[src/hdl/asrm_pkg.sv]
// Package for the aux send/return mixer: sample and gain formats,
// register indexes, mode bit positions and mix limits.
// No dependencies.
`timescale 1ns / 1ps

package asrm_pkg;

  localparam int SAMPLE_BITS  = 24;
  localparam int FRAC_BITS    = SAMPLE_BITS - 5;
  localparam int GAIN_BITS    = 17;
  localparam int GAIN_FRAC    = 16;
  localparam int PROD_BITS    = SAMPLE_BITS + GAIN_BITS;
  localparam int MIX_BITS     = SAMPLE_BITS + 2;
  localparam int CFG_IDX_BITS = 4;
  localparam int MODE_BITS    = 7;
  localparam int NUM_BUS      = 3;

  typedef logic signed [SAMPLE_BITS-1:0] sample_t;
  typedef logic        [GAIN_BITS-1:0]   gain_t;
  typedef logic signed [MIX_BITS-1:0]    mix_t;
  typedef logic        [MODE_BITS-1:0]   mode_t;

  localparam gain_t UNITY_GAIN   = gain_t'(1 << GAIN_FRAC);
  localparam gain_t HALF_GAIN    = gain_t'(1 << (GAIN_FRAC - 1));
  localparam logic [PROD_BITS-1:0] ROUND_HALF = PROD_BITS'(1 << (GAIN_FRAC - 1));

  // +/- 10 V
  localparam mix_t    MIX_MAX_W = mix_t'(10 << FRAC_BITS);
  localparam mix_t    MIX_MIN_W = -mix_t'(10 << FRAC_BITS);
  localparam sample_t MIX_MAX   = sample_t'(10 << FRAC_BITS);
  localparam sample_t MIX_MIN   = -sample_t'(10 << FRAC_BITS);

  typedef enum logic [CFG_IDX_BITS-1:0] {
    CFG_DRY_GAIN      = 4'd0,
    CFG_SEND_A_GAIN   = 4'd1,
    CFG_SEND_B_GAIN   = 4'd2,
    CFG_SEND_C_GAIN   = 4'd3,
    CFG_RETURN_A_GAIN = 4'd4,
    CFG_RETURN_B_GAIN = 4'd5,
    CFG_RETURN_C_GAIN = 4'd6,
    CFG_MODE_BITS     = 4'd7
  } cfg_idx_e;

  // mode bit positions
  localparam int MODE_PRE_A   = 0;
  localparam int MODE_MAIN_R  = 3;
  localparam int MODE_RET_R_A = 4;

endpackage

[src/hdl/asrm_gain.sv]
// Gain multiplier: signed sample times unsigned Q1.16 gain, rounded to
// the nearest sample LSB with ties toward plus infinity.
// Depends on asrm_pkg.
`timescale 1ns / 1ps

module asrm_gain (
  input  asrm_pkg::sample_t s_i,
  input  asrm_pkg::gain_t   g_i,
  output asrm_pkg::sample_t y_o
);
  import asrm_pkg::*;

  logic signed [PROD_BITS-1:0] prod;
  logic signed [PROD_BITS-1:0] rnd;

  always_comb begin
    prod = PROD_BITS'(s_i) * PROD_BITS'($signed({1'b0, g_i}));
    // add half an LSB, then an arithmetic shift floors
    rnd  = prod + $signed(ROUND_HALF);
  end

  // gain is at most unity, so the scaled value always fits the sample width
  assign y_o = rnd[GAIN_FRAC+SAMPLE_BITS-1:GAIN_FRAC];

endmodule

[config.mk]
export PLATFORM = sky130hd
export DESIGN_NAME = asrm_gain
export DESIGN_NICKNAME = d
export VERILOG_FILES = /design/src/hdl/asrm_pkg.sv /design/src/hdl/asrm_gain.sv
export SDC_FILE = /design/constraint.sdc
export NUM_CORES = 1
export LEC_CHECK = 0
export ABC_AREA = 0
export BUFFER_PORTS_ARGS = -buffer_cell sky130_fd_sc_hd__buf_2
export CAP_MARGIN = 40
export CORE_MARGIN = 3
export CORE_UTILIZATION = 30
export DETAILED_ROUTE_END_ITERATION = 6
export SLEW_MARGIN = 20
export SYNTH_ARGS = -nofsm -noshare
export SYNTH_HDL_FRONTEND = slang
export SYNTH_SLANG_ARGS = --single-unit
[constraint.sdc]
create_clock -name vclk -period 15.55
set_clock_uncertainty 0.05 [all_clocks]
set_input_delay 0 -clock vclk [all_inputs]
set_output_delay 0 -clock vclk [all_outputs]
set_load 0.01 [all_outputs]
### After elaboration in Yosys (flattened, before gate mapping)

Index checks and enable logic that the tools add are counted.

* flip-flop bits (word level): 0
* latch bits: 0
* memory bits (writable): 0
* ROM bits: 0
* memories kept: 0

* $add $sub $neg: 1
* multiply operators: 1
* divide/modulo/power cells: 0
* $lt $le $gt $ge: 0
* equality and inequality tests: 0
* shift-type cells: 0
* mux-type cells: 0
* bitwise operators: 0
* reduce and logical (&&, ||, !) cells: 0

Operators with widths (count)
* $add 40x17->40 const B: 1
* $mul 24x18->40: 1

### Depth between registers and ports, before layout

* word-level depth: 2
* mapped depth: 25

### Least setup slack after synthesis

Ideal clock, no wire load.

* kind: input to output
* start point: input port s_i[23]
* end point: output port y_o[23]
* data arrival time: 5.524 ns
* data required time: 15.500 ns
* path slack: 9.976 ns
* cell stages on the path: 22
* path buffers: 1
* path through: clkbuf_1 > nand2_1 > fa_1 > inv_1 > fa_1 > ha_1 > inv_1 > fa_1 > inv_1 > fa_1 > inv_1 > fa_1 > inv_1 > ha_1 > and3_1 > nand4_1 > o31ai_1 > a31oi_1 > a31o_2 > o21bai_1 > a21oi_1 > xnor2_1

* word-level cells in the longest chain between the ends: 2

Ends and longest elaborated chain
* start: declaration: RTL line asrm_gain.sv:7 `input asrm_pkg::sample_t s_i,`
* $mul 24x18->40: RTL line asrm_gain.sv:17 `prod = PROD_BITS'(s_i) * PROD_BITS'($signed({1'b0, g_i}));`
* $add 40x17->40: RTL line asrm_gain.sv:19 `rnd = prod + $signed(ROUND_HALF);`
* end: declaration: RTL line asrm_gain.sv:9 `output asrm_pkg::sample_t y_o`

No other way between the ends.

### Worst setup path in the final report

* start point: input port g_i[3]
* end point: output port y_o[23]

* word-level cells in the longest chain between the ends: 2

Ends and longest elaborated chain
* start: declaration: RTL line asrm_gain.sv:8 `input asrm_pkg::gain_t g_i,`
* $mul 24x18->40: RTL line asrm_gain.sv:17
* $add 40x17->40: RTL line asrm_gain.sv:19

No other way between the ends.

==> results_dict.tcl <==
set metrics [dict create \
    setup_viol 0 \
    drt_wl_total_um 35800 \
    antenna_found_initial 10 \
    worst-path-max-fanout 24 \
    cp.required_ns 15.50 \
    grt_pass1_vias 11217 \
    fmax_mhz 153 \
    finalHoldViolCount 0 \
    slew_viol_final 0 \
    grt_util_all_layers_pct 14.9 \
    ys_top_cells_by_count "inv_1 (438), fa_1 (388), and2_1 (243), nand2_1 (176), ha_1 (118)" \
    dieWidth_um 224 \
    cts_resized 0 \
    cpPeakStageDelay_ns 0.55 \
    drc 0 \
    syn_nets 2112 \
    wl_per_cell_um 16.4 \
    die_y_um 224 \
    grt_max_degree 26 \
    multiInputGateArea_um2 12400 \
    worst_slew_pin_slew_ns 0.710 \
    synthToLayoutAreaGrowth_pct 6.21 \
    drt_iter0_drc 419 \
    endpoint_kind "output port" \
    num_vias 9982 \
    arrival_ns 6.47 \
    n_fill_cell 4816 \
    yosysWarnings 0 \
    grt-ovfl-total 0 \
    place.gp.congestion 0.831 \
    fin_setup_tns_ns 0 \
    start_kind "primary input" \
    drtAntennaViolNets 0 \
    synth.avg_cell_area_um2 9.13 \
    cp-startpoint "g_i[3]" \
    synth_top_area_share_pct 54.4 \
    grt_pass1_wl_um 60200 \
    core_um2 46800 \
    hold_ws_ns 0.789 \
    rsz0062_at_grt "false" \
    placed_area_um2 15200 \
    synth_area_leaders "fa_1 (54%), inv_1 (12%), and2_1 (11%)" \
    fin_area_um2 15200 \
    yosysMostFrequentCell "inv_1" \
    routed_via_density 4.57 \
    numPlacedInstances 2180 \
    ys_types 44 \
    status "finished clean" \
    cap_violations 0 \
    min_from "s_i[23]" \
    fin_cells 2185 \
    nNetsFinal 2122 \
    dp_hpwl_um 30000 \
    yosys.area.top_type "fa_1" \
    cts_setup_buffers 0 \
    seq_area_frac_synth_pct 0 \
    drtPass1Iterations 5 \
    max-slew-margin-rel_pct 52.7 \
    period_share_pct 41.9 \
    slowest_stage "fa_1" \
    crit_top_cell "fa_1" \
    drive_above_1_share_pct 4.83 \
    n_clock_buffer 0 \
    critPathKind "primary input to output port" \
    cts_hold_buf 0 \
    die_area_um2 50300 \
    syn_area_um2 14300 \
    io_pins 65 \
    syn_inst 1565 \
    path_cells "buf_2 -> nand2_1 -> fa_1 -> fa_1 -> fa_1 -> inv_1 -> fa_1 -> fa_1 -> inv_1 -> fa_1 -> inv_1 -> ha_1 -> nand2_1 -> nand4b_1 -> a211oi_1 -> nor4_1 -> buf_4 -> o211ai_1 -> a31o_2 -> o21bai_1 -> a21oi_1 -> xnor2_1 -> buf_2" \
    seq_cells 0 \
    seqCellArea_um2 0 \
    min_period_ns 6.52 \
    port_buffers 65 \
    num_rows 79 \
    hp-class "primary input to output port" \
    initial_core_util_pct 30.6 \
]
==> logic make-up (layout without fill, tap and decap cells) <==
logic type / Yosys count / in the layout / synth area share (%)
fa+ha+maj: 506 / 506 / 64.7
buf+inv: 496 / 504 / 13.0
simple gates: 463 / 463 / 16.9
compound gates: 64 / 64 / 3.15
xor+xnor: 36 / 36 / 2.21
other cells: 0 / 5 / 0
==> worst paths after layout <==
check	to	slack, ns	cells after the start
worst max-delay path	y_o[23]	9.03	23
worst min-delay path	y_o[23]	0.79	6
==> worst max-delay path, delay by kind of cell <==
| family | cells | cell delay, ns |
|---|---|---|
| buffers and inverters | 6 | 0.95 |
| AND/OR/NAND/NOR | 4 | 0.55 |
| XOR/XNOR | 1 | 0.15 |
| adder cells (fa/ha/maj) | 7 | 3.35 |
| AO/OA/AOI/OAI | 5 | 1.46 |
==> cell type report <==
type	count	area share (%)
repair buffers	66	2.19
well taps	607	5.01
multi-input cells	1069	81.9
inverters	438	10.8
diodes	5	0.0825
==> metrics by stage <==
stage          util [%]  worst slack [ns]
2_1_floorplan         -              9.98
3_3_place_gp       32.4              8.94
3_5_place_dp       32.4              8.87
4_1_cts            32.4              8.89
5_1_grt            32.4              8.62
6_report           32.5              9.03
==> placed cells by master (no fill, tap or decap), types with 2 or more instances in the layout <==
cell type / instances
nand4_1: 4
a21o_1: 9
inv_1: 438
a31oi_1: 2
nand4b_1: 2
nor3_1: 2
buf_2: 65
nand2_1: 176
and2_1: 243
o21a_1: 2
fa_1: 388
xnor2_1: 24
and3_1: 3
or2_2: 2
a21oi_1: 19
nand3_1: 3
o211ai_1: 2
diode_2: 5
o21bai_1: 5
nor2_1: 20
o21ai_0: 10
ha_1: 118
a211oi_1: 2
xor2_1: 12
==> layer usage <==
| layer | track usage [%] | wire length, um | part of all wire [%] |
|---|---|---|---|
| met1 | 20.3 | 15900 | 44 |
| met2 | 26.1 | 17300 | 48 |
| met3 | 1.31 | 1670 | 4.7 |
| met4 | 2.99 | 928 | 2.6 |
| met5 | 0 | 41 | 0.11 |
Power is left out: the tool's default activity adds up to more than one toggle a clock period on the data nets, which glitch-free logic cannot reach.
